`src/bchd_pkg.sv`:
```
// shared types and constants of the button click / hold detector
// no dependencies; used by the state machine, the result queue, the top level and the checker
`default_nettype none

package bchd_pkg;

	// event codes carried in the result
	localparam logic [2:0] EV_PRESS        = 3'd0;
	localparam logic [2:0] EV_HOLD_START   = 3'd1;
	localparam logic [2:0] EV_ONE_CLICK    = 3'd2;
	localparam logic [2:0] EV_MULTI        = 3'd3;
	localparam logic [2:0] EV_HOLD_REPORT  = 3'd4;
	localparam logic [2:0] EV_HOLD_RELEASE = 3'd5;

	// configuration register indexes
	localparam logic [1:0] REG_PRESS_DEBOUNCE   = 2'd0;
	localparam logic [1:0] REG_HOLD             = 2'd1;
	localparam logic [1:0] REG_RELEASE_DEBOUNCE = 2'd2;
	localparam logic [1:0] REG_MULTICLICK       = 2'd3;

	// hold time scaling, ticks to ms, and the largest tick count that does not overflow
	localparam int unsigned MS_PER_TICK  = 10;
	localparam logic [31:0] MS_SAT_LIMIT = 32'(32'hFFFF_FFFF / MS_PER_TICK);

	typedef struct packed {
		logic [15:0] press_debounce_ticks;
		logic [15:0] hold_ticks;
		logic [15:0] release_debounce_ticks;
		logic [15:0] multiclick_window_ticks;
	} bchd_cfg_t;

	typedef struct packed {
		logic [2:0]  event_code;
		logic [31:0] event_value;
		logic        last;
	} bchd_ev_t;

	// up to two events caused by one poll
	typedef struct packed {
		logic [1:0] count;
		bchd_ev_t   ev0;
		bchd_ev_t   ev1;
	} bchd_res_t;

endpackage

`default_nettype wire

```
`src/bchd_fsm.sv`:
```
// debounce and click / hold state machine, one poll per request
// depends on bchd_pkg for the configuration and event types
`default_nettype none

module bchd_fsm #(
	parameter int TICK_WIDTH  = 32,
	parameter int COUNT_WIDTH = 8
) (
	input  wire                        clk,
	input  wire                        arst_n,
	input  wire                        step,
	input  wire                        pressed,
	input  wire  [31:0]                now_tick,
	input  bchd_pkg::bchd_cfg_t        cfg,
	output bchd_pkg::bchd_res_t        res
);
	import bchd_pkg::*;

	localparam logic [3:0] ST_IDLE        = 4'd0;
	localparam logic [3:0] ST_DEBOUNCE    = 4'd1;
	localparam logic [3:0] ST_PRESSED     = 4'd2;
	localparam logic [3:0] ST_WAIT_HOLD   = 4'd3;
	localparam logic [3:0] ST_RELEASE     = 4'd4;
	localparam logic [3:0] ST_CLICK       = 4'd5;
	localparam logic [3:0] ST_WAIT_MULTI  = 4'd6;
	localparam logic [3:0] ST_HOLD        = 4'd7;
	localparam logic [3:0] ST_HOLD_PASSED = 4'd8;

	logic [3:0]             state_q, state_d;
	logic [TICK_WIDTH-1:0]  to_start_q;
	logic [15:0]            to_len_q;
	logic                   to_run_q;
	logic [TICK_WIDTH-1:0]  hold_begin_q;
	logic [COUNT_WIDTH-1:0] click_cnt_q, click_cnt_d, click_inc;

	logic [TICK_WIDTH-1:0]  now_w;
	logic [TICK_WIDTH-1:0]  to_elapsed;
	logic                   expired;
	logic [TICK_WIDTH-1:0]  hold_elapsed;
	logic [63:0]            hold_el64;
	logic [31:0]            hold_ms;

	logic                   set_to;
	logic                   stop_to;
	logic                   set_hold;
	logic [15:0]            to_len_sel;

	// tick arithmetic modulo the tick width
	assign now_w        = TICK_WIDTH'(now_tick);
	assign to_elapsed   = now_w - to_start_q;
	assign expired      = !to_run_q || (to_elapsed >= TICK_WIDTH'(to_len_q));
	assign hold_elapsed = now_w - hold_begin_q;
	assign hold_el64    = 64'(hold_elapsed);
	assign hold_ms      = (hold_el64 > 64'(MS_SAT_LIMIT)) ? 32'hFFFF_FFFF
	                    : 32'(hold_el64[31:0] * MS_PER_TICK);

	// saturating click count
	assign click_inc = (click_cnt_q != {COUNT_WIDTH{1'b1}}) ? click_cnt_q + 1'b1 : click_cnt_q;

	// next state and events of one poll
	always_comb begin
		state_d     = state_q;
		click_cnt_d = click_cnt_q;
		set_to      = 1'b0;
		stop_to     = 1'b0;
		set_hold    = 1'b0;
		to_len_sel  = cfg.press_debounce_ticks;
		res         = '0;
		if (pressed) begin
			case (state_q)
				ST_IDLE: begin
					state_d  = ST_DEBOUNCE;
					set_to   = 1'b1;
					set_hold = 1'b1;
				end
				ST_DEBOUNCE: begin
					if (expired) state_d = ST_PRESSED;
				end
				ST_PRESSED: begin
					state_d    = ST_WAIT_HOLD;
					set_to     = 1'b1;
					to_len_sel = cfg.hold_ticks;
					res.count  = 2'd1;
					res.ev0    = '{event_code: EV_PRESS, event_value: 32'd0, last: 1'b1};
				end
				ST_WAIT_HOLD: begin
					if (expired) begin
						state_d   = ST_HOLD;
						res.count = 2'd1;
						res.ev0   = '{event_code: EV_HOLD_START, event_value: 32'd0, last: 1'b1};
					end
				end
				ST_WAIT_MULTI: begin
					// a new press inside the window restarts debouncing
					if (!expired) begin
						state_d  = ST_DEBOUNCE;
						set_to   = 1'b1;
						set_hold = 1'b1;
					end
				end
				ST_HOLD: begin
					res.count = 2'd1;
					res.ev0   = '{event_code: EV_HOLD_REPORT, event_value: hold_ms, last: 1'b1};
				end
				default: begin
				end
			endcase
		end else begin
			case (state_q)
				ST_WAIT_HOLD: begin
					state_d    = ST_RELEASE;
					set_to     = 1'b1;
					to_len_sel = cfg.release_debounce_ticks;
				end
				ST_RELEASE: begin
					if (expired) begin
						state_d     = ST_CLICK;
						click_cnt_d = click_inc;
						res.count   = 2'd2;
						res.ev0     = '{event_code: EV_ONE_CLICK, event_value: 32'd0, last: 1'b0};
						res.ev1     = '{event_code: EV_MULTI, event_value: 32'(click_inc),
						                last: 1'b1};
					end
				end
				ST_HOLD: begin
					state_d     = ST_HOLD_PASSED;
					stop_to     = 1'b1;
					click_cnt_d = '0;
					res.count   = 2'd1;
					res.ev0     = '{event_code: EV_HOLD_RELEASE, event_value: 32'd0, last: 1'b1};
				end
				ST_CLICK: begin
					state_d    = ST_WAIT_MULTI;
					set_to     = 1'b1;
					to_len_sel = cfg.multiclick_window_ticks;
				end
				ST_WAIT_MULTI: begin
					if (expired) begin
						state_d     = ST_IDLE;
						stop_to     = 1'b1;
						click_cnt_d = '0;
					end
				end
				default: begin
					state_d = ST_IDLE;
				end
			endcase
		end
	end

	// state registers, updated on each accepted request
	always_ff @(posedge clk or negedge arst_n) begin
		if (!arst_n) begin
			state_q      <= ST_IDLE;
			to_start_q   <= '0;
			to_len_q     <= '0;
			to_run_q     <= 1'b0;
			hold_begin_q <= '0;
			click_cnt_q  <= '0;
		end else if (step) begin
			state_q     <= state_d;
			click_cnt_q <= click_cnt_d;
			if (set_to) begin
				to_start_q <= now_w;
				to_len_q   <= to_len_sel;
				to_run_q   <= 1'b1;
			end else if (stop_to) begin
				to_run_q <= 1'b0;
			end
			if (set_hold) hold_begin_q <= now_w;
		end
	end

endmodule

`default_nettype wire

```
`src/bchd_resq.sv`:
```
// four-entry queue: takes up to two events per request, gives one per cycle on pop
// depends on bchd_pkg for the event types
`default_nettype none

module bchd_resq (
	input  wire                   clk,
	input  wire                   arst_n,
	input  bchd_pkg::bchd_res_t   res,
	input  wire                   push,
	input  wire                   pop,
	output logic                  room,
	output logic                  out_valid,
	output bchd_pkg::bchd_ev_t    out_ev
);
	import bchd_pkg::*;

	bchd_ev_t   slot_q [4];
	logic [1:0] wr_ptr_q, rd_ptr_q;
	logic [2:0] count_q;
	logic [1:0] push_n;
	logic [1:0] wr_ptr_nx;

	assign push_n    = push ? res.count : 2'd0;
	assign wr_ptr_nx = wr_ptr_q + 2'd1;
	assign room      = count_q <= 3'd2;
	assign out_valid = count_q != 3'd0;
	assign out_ev    = slot_q[rd_ptr_q];

	// slot storage
	always_ff @(posedge clk) begin
		if (push_n != 2'd0) slot_q[wr_ptr_q] <= res.ev0;
		if (push_n == 2'd2) slot_q[wr_ptr_nx] <= res.ev1;
	end

	// pointers and fill count
	always_ff @(posedge clk or negedge arst_n) begin
		if (!arst_n) begin
			wr_ptr_q <= '0;
			rd_ptr_q <= '0;
			count_q  <= '0;
		end else begin
			wr_ptr_q <= wr_ptr_q + push_n;
			if (pop && out_valid) rd_ptr_q <= rd_ptr_q + 2'd1;
			count_q <= count_q + 3'(push_n) - 3'(pop && out_valid);
		end
	end

endmodule

`default_nettype wire

```
`src/button_click_hold_detector.sv`:
```
// button click / hold detector: one poll per cycle unless the slave side stalls
// results: a poll's results are registered in the result queue and offered from it
// throughput: one poll per cycle; a click gives two results, which leave one at a time,
// so the slave side stalls while the four-entry result queue has fewer than two free slots
// reset: state machine idle, timeout stopped, counts and queue cleared, registers to defaults
// depends on bchd_pkg, bchd_fsm and bchd_resq
`default_nettype none

module button_click_hold_detector #(
	parameter int TICK_WIDTH  = 32,
	parameter int COUNT_WIDTH = 8
) (
	input  wire         clk,
	input  wire         arst_n,
	// poll requests
	input  wire         s_tvalid,
	output logic        s_tready,
	input  wire  [39:0] s_tdata,   // pressed[0], now_tick[32:1], zero fill
	// results
	output logic        m_tvalid,
	input  wire         m_tready,
	output logic [39:0] m_tdata,   // event_code[2:0], event_value[34:3], zero fill
	output logic        m_tlast,
	// configuration writes
	input  wire         cfg_we,
	input  wire  [1:0]  cfg_index,
	input  wire  [15:0] cfg_wdata
);
	import bchd_pkg::*;

	bchd_cfg_t cfg_q;
	bchd_res_t res;
	bchd_ev_t  out_ev;
	logic      step;

	assign step = s_tvalid && s_tready;

	// configuration registers
	always_ff @(posedge clk or negedge arst_n) begin
		if (!arst_n) begin
			cfg_q.press_debounce_ticks    <= 16'd5;
			cfg_q.hold_ticks              <= 16'd100;
			cfg_q.release_debounce_ticks  <= 16'd5;
			cfg_q.multiclick_window_ticks <= 16'd30;
		end else if (cfg_we) begin
			case (cfg_index)
				REG_PRESS_DEBOUNCE:   cfg_q.press_debounce_ticks    <= cfg_wdata;
				REG_HOLD:             cfg_q.hold_ticks              <= cfg_wdata;
				REG_RELEASE_DEBOUNCE: cfg_q.release_debounce_ticks  <= cfg_wdata;
				REG_MULTICLICK:       cfg_q.multiclick_window_ticks <= cfg_wdata;
				default: begin
				end
			endcase
		end
	end

	// state machine
	bchd_fsm #(
		.TICK_WIDTH  (TICK_WIDTH),
		.COUNT_WIDTH (COUNT_WIDTH)
	) u_fsm (
		.clk      (clk),
		.arst_n   (arst_n),
		.step     (step),
		.pressed  (s_tdata[0]),
		.now_tick (s_tdata[32:1]),
		.cfg      (cfg_q),
		.res      (res)
	);

	// result queue
	bchd_resq u_resq (
		.clk       (clk),
		.arst_n    (arst_n),
		.res       (res),
		.push      (step),
		.pop       (m_tready),
		.room      (s_tready),
		.out_valid (m_tvalid),
		.out_ev    (out_ev)
	);

	// result packing
	assign m_tdata = {5'd0, out_ev.event_value, out_ev.event_code};
	assign m_tlast = out_ev.last;

endmodule

`default_nettype wire

```
`config.mk`:
```
export PLATFORM = sky130hd
export DESIGN_NAME = button_click_hold_detector
export DESIGN_NICKNAME = d
export VERILOG_FILES = /design/src/bchd_pkg.sv /design/src/bchd_fsm.sv /design/src/bchd_resq.sv /design/src/button_click_hold_detector.sv
export SDC_FILE = /design/constraint.sdc
export NUM_CORES = 1
export LEC_CHECK = 0
export CAP_MARGIN = 20
export CORE_AREA = 2 2 133 264
export DETAILED_ROUTE_END_ITERATION = 8
export DIE_AREA = 0 0 135 266
export DONT_BUFFER_PORTS = 1
export PLACE_DENSITY = 0.8
export SLEW_MARGIN = 20
export SYNTH_ARGS = -nofsm -noshare
export SYNTH_HDL_FRONTEND = slang
export SYNTH_HIERARCHICAL = 1
export SYNTH_SLANG_ARGS = --single-unit
```
`constraint.sdc`:
```
create_clock -name clk -period 9.45 [get_ports clk]
set_clock_uncertainty 0.2 [all_clocks]
set_input_delay 1.89 -clock clk [delete_from_list [all_inputs] [get_ports clk]]
set_output_delay 1.89 -clock clk [all_outputs]
set_load 0.005 [all_outputs]
```
* Word level (Yosys, flattened, before mapping)
Memory sizes are Yosys's and may differ from the RTL's. Index checks and enable logic that the tools add are counted.
Storage, ports and cells: memories kept 1, register bits 164, word-level logic and storage cells 107, output and inout port bits 43, memory bits (writable) 144
Memory list:
- u_resq.slot_q | words 4, bits a word 36, rd ports 1, clocked after Yosys merged registers in 0, wr ports 2, RTL line bchd_resq.sv:17 | bchd_ev_t slot_q [4];
Cells by class: eq/ne operators 20, bitwise gates (word level) 1, multiplexer cells 39, multiply operators 1, order comparisons 3, reductions and logical operators 21, $add $sub $neg 8
Operator list (number):
- $pmux W38 S3 | 1
- $pmux W38 S2 | 1
- $mux W74 | 1
- $mux W36 | 2
- $sub A32 B32 Y32 | 2
- $pmux W4 S5 | 2
- $mux W38 | 1
- $mux W37 | 1
- $ge A32 B16 Y1 | 1
- $gt A32 B29 Y1 const B | 1
- $mul A32 B3 Y31 const B | 1
- $mux W16 | 2
- $mux W32 | 1
- $pmux W16 S2 | 1
- $mux W4 | 6
- $mux W8 | 3
- $pmux W8 S3 | 1
- $eq A4 B3 Y1 const B | 4
- $reduce_and A2 Y1 | 7
- $mux W1 | 12
- $ne A3 B2 Y1 const B | 4
- $add A8 B1 Y8 const B | 1
- $eq A4 B2 Y1 const B | 2
- $ne A8 B8 Y1 const B | 1
- other kinds (24) | 34

* Longest topological paths before layout
depth after elaboration 10, gate-level depth with buffers 32, mapped depth without buffers 31

* Cells and area by module
The synthesis kept the hierarchy.
By module, submodules not included:
- bchd_fsm | cells each 1457, area each 11790.1 µm², times used 1
- bchd_resq | cells each 395, area each 7531.0 µm², times used 1
- button_click_hold_detector | cells each 143, area each 2472.4 µm², times used 1

* Worst setup path before layout
OpenSTA, ideal clock, no wires.
path type in2reg, from input port s_tdata[2], to memory u_resq/slot_q[1][0] in the netlist's numbering (enable), data required time 8.821 ns, path buffers 1, slack 1.188 ns, setup time 0.429 ns, arrival 7.633 ns, stages on the path 27, cells stage by stage ha_1 > nor2b_1 > o31a_1 > o21a_1 > o21a_1 > o21ai_0 > nand2b_1 > a21o_1 > a21o_1 > nand3_1 > nand2_1 > xor2_1 > ha_1 > o21ai_0 > a211oi_1 > nor4_1 > o2111ai_1 > nor4_1 > o2111ai_1 > a2111oi_1 > nand4b_1 > nand3_1 > nand3_1 > buf_4 > mux2_2 > nand2_1 > nor2_1
RTL lines:
- start: declaration | RTL line button_click_hold_detector.sv:18 | input wire [39:0] s_tdata,
- end: declaration | RTL line bchd_resq.sv:17

==> flow_summary.yaml <==
run_status:
  status: "completed"
place:
  hpwl_mm: 39.5
  gp_congestion: 0.953
  io_buffers: 0
  placedCellCount: 2361
  dp_worst_setup_slack_ns: 0.969
drt:
  dr.first_iter.drc_count: 912
  vias: 15494
  drcViolationCount: 0
  via_per_inst: 6.43
  drt_wl_total_mm: 52.8
  drtPass1Iterations: 5
  drt-wirelength-per-cell_um: 21.9
  ant_nets: 0
yosys:
  synth.top_cell.area_share_pct: 19.8
  ys.flop_type: "dfrtp_1"
  yosys-top-cells-count: "227 x mux2_2, 153 x dfrtp_1, 144 x edfxtp_1"
  synth_cell_types: 103
  synth.most_common_cell: "mux2_2"
  netlist_area_um2: 21800
  ys_seq_area_share_pct: 38.7
  postSynthCellCount: 1995
  syn_avg_cell_area_um2: 10.9
  synth_warnings: 6
  async_flop_share_pct: 53.2
  synth_edf_count: 144
  netlist_top_cells_area: "edfxtp_1 20%, dfrtp_1 18%, mux2_2 12%"
  yosysTopAreaCell: "edfxtp_1"
  ys_seq_elements: 308
final_layout:
  multi_input_area_um2: 12300
  stdcell_count: 2409
  fin_nets: 2145
  fill_cells: 2645
  seq_area_um2: 8440
  layout-drive-gt1-share_pct: 22.1
  syn2layout_area_growth_pct: 4.34
  antenna_cells: 0
floorplan:
  die_y_um: 266
  die-area_um2: 35900
  die_w_um: 135
  core_area_um2: 34100
  ios: 106
  rows: 96
  start_util_pct: 63.9
clocking:
  h-tree-depth: 1
  insertion_delay_ns: 0.58
  clk_pin_slew_ns: 0.07
  hold_buffers: 0
  numCtsBuffers: 26
  ctsLongestPathBuffers: 3
  cts_tree: "built"
  cts-resized-gates: 0
  root_buffer: "clkbuf_16"
  cts.sinks: 308
  post-cts-setup-buffers: 0
sta:
  maxSlewViolCount: 0
  max_freq_ghz: 0.127
  tightest_slew_ns: 1.11
  setup_ws_ns: 1.56
  min_period_ns: 7.89
  hold_viol: 0
  fin_setup_tns_ns: 0
  finalSetupViolCount: 0
  holdWs_ns: 0.286
  fin_crit_sh_pct: 83.4
  max_slew_margin_pct: 25.0
  rsz0062_at_grt: "no"
worst_setup_path:
  crit_required_ns: 9.57
  path_class: "primary input to register"
  worstSetupStartpointType: "primary input"
  crit_fanout: 22
  cp_top_family: "simple AND/OR/NAND/NOR gates"
  critPathMaxStageDelay_ns: 0.80
  arrival_ns: 8.00
  cp_num_buf_inv: 1
  worstSetupEndpointType: "register"
  cp_common_cell: "nand3_1"
  critPathSlowestCell: "or3_2"
run:
  max_cap_viol_count: 0
global_routing:
  grt_use_total_pct: 29.6
  grt_max_degree: 165
  grt_pass1_vias: 16241
  antenna_found_initial: 0
  grt_overflow: 0
  grt_pass1_wl_mm: 83.7
worst_hold_path:
  min_path_type: "register to register"
kinds of logic (layout without fill, tap and decap cells):
family,count (synthesis),count (layout),synth area share (%)
compound gates,448,448,14.4
simple gates,451,451,10.5
flops,308,308,38.7
xor+xnor,76,76,3.12
other cells,2,30,0.0345
fa+ha+maj,134,134,7.83
mux,336,336,19.7
buf+inv,240,185,5.67
final cells by class:
type | instances | share of cell area [%]
timing repair buffer | 18 | 0.649
inverter | 119 | 1.96
clock buffer | 42 | 3.54
tap | 441 | 2.43
clock inverter | 6 | 0.418
multi-input combinational | 1475 | 53.9
sequential | 308 | 37.1
metal layers:
layer,global-route usage [%],routed length (um)
met4,23.4,4630
met1,28.2,17400
met5,0,0
met2,56.1,28700
met3,3.25,2020
placed cells by master (no fill, tap or decap), drive strengths merged, types with 23 or more instances in the layout:
cell,synthesis,layout
mux2,289,289
dfrtp,153,153
edfxtp,144,144
ha,130,130
inv,119,120
nor2,120,120
a21oi,115,115
nand2,113,113
o21ai,89,89
nor3,42,42
clkbuf,45,42
xnor2,39,39
nand3,39,39
xor2,36,36
mux4,36,36
a21o,33,33
conb,2,30
a211oi,30,30
a31oi,27,27
o21a,23,23
registers in the layout, summed over array words and instances, names as in the netlist:
| register | count |
|---|---|
| u_fsm/to_start_q | 32 |
| u_resq/rd_ptr_q | 2 |
| u_fsm/click_cnt_q | 8 |
| u_resq/wr_ptr_q | 2 |
| cfg_q | 64 |
| u_fsm/to_run_q | 1 |
| u_fsm/to_len_q | 16 |
| u_resq/slot_q | 144 |
| u_fsm/hold_begin_q | 32 |
| u_fsm/state_q | 4 |
| u_resq/count_q | 3 |
final timing paths:
kind                            depth (start not counted)                 start  slack (ns)                endpoint
max in group asynchronous                               0                arst_n        7.89  u_fsm/hold_begin_q[29]
worst max-delay path                                   27            s_tdata[2]        1.56    u_resq/slot_q[3][21]
min in group asynchronous                               0                arst_n        0.83    u_fsm/to_start_q[18]
worst min register to register                          1  u_fsm/to_start_q[16]        0.29    u_fsm/to_start_q[16]
worst min-delay path                                    1  u_fsm/to_start_q[16]        0.29    u_fsm/to_start_q[16]
worst max register to register                         28   u_fsm/to_start_q[1]        2.42    u_resq/slot_q[3][21]
through the flow:
step | utilization [%] | cell area [um^2]
after floorplan | - | 21900
after CTS | 66.7 | 22700
after global routing | 66.7 | 22700
final | 66.7 | 22700
after global placement | 64.0 | 21800
after detailed placement | 64.0 | 21800
Power is left out: the tool's default activity adds up to more than one toggle a clock period on the data nets, which glitch-free logic cannot reach.
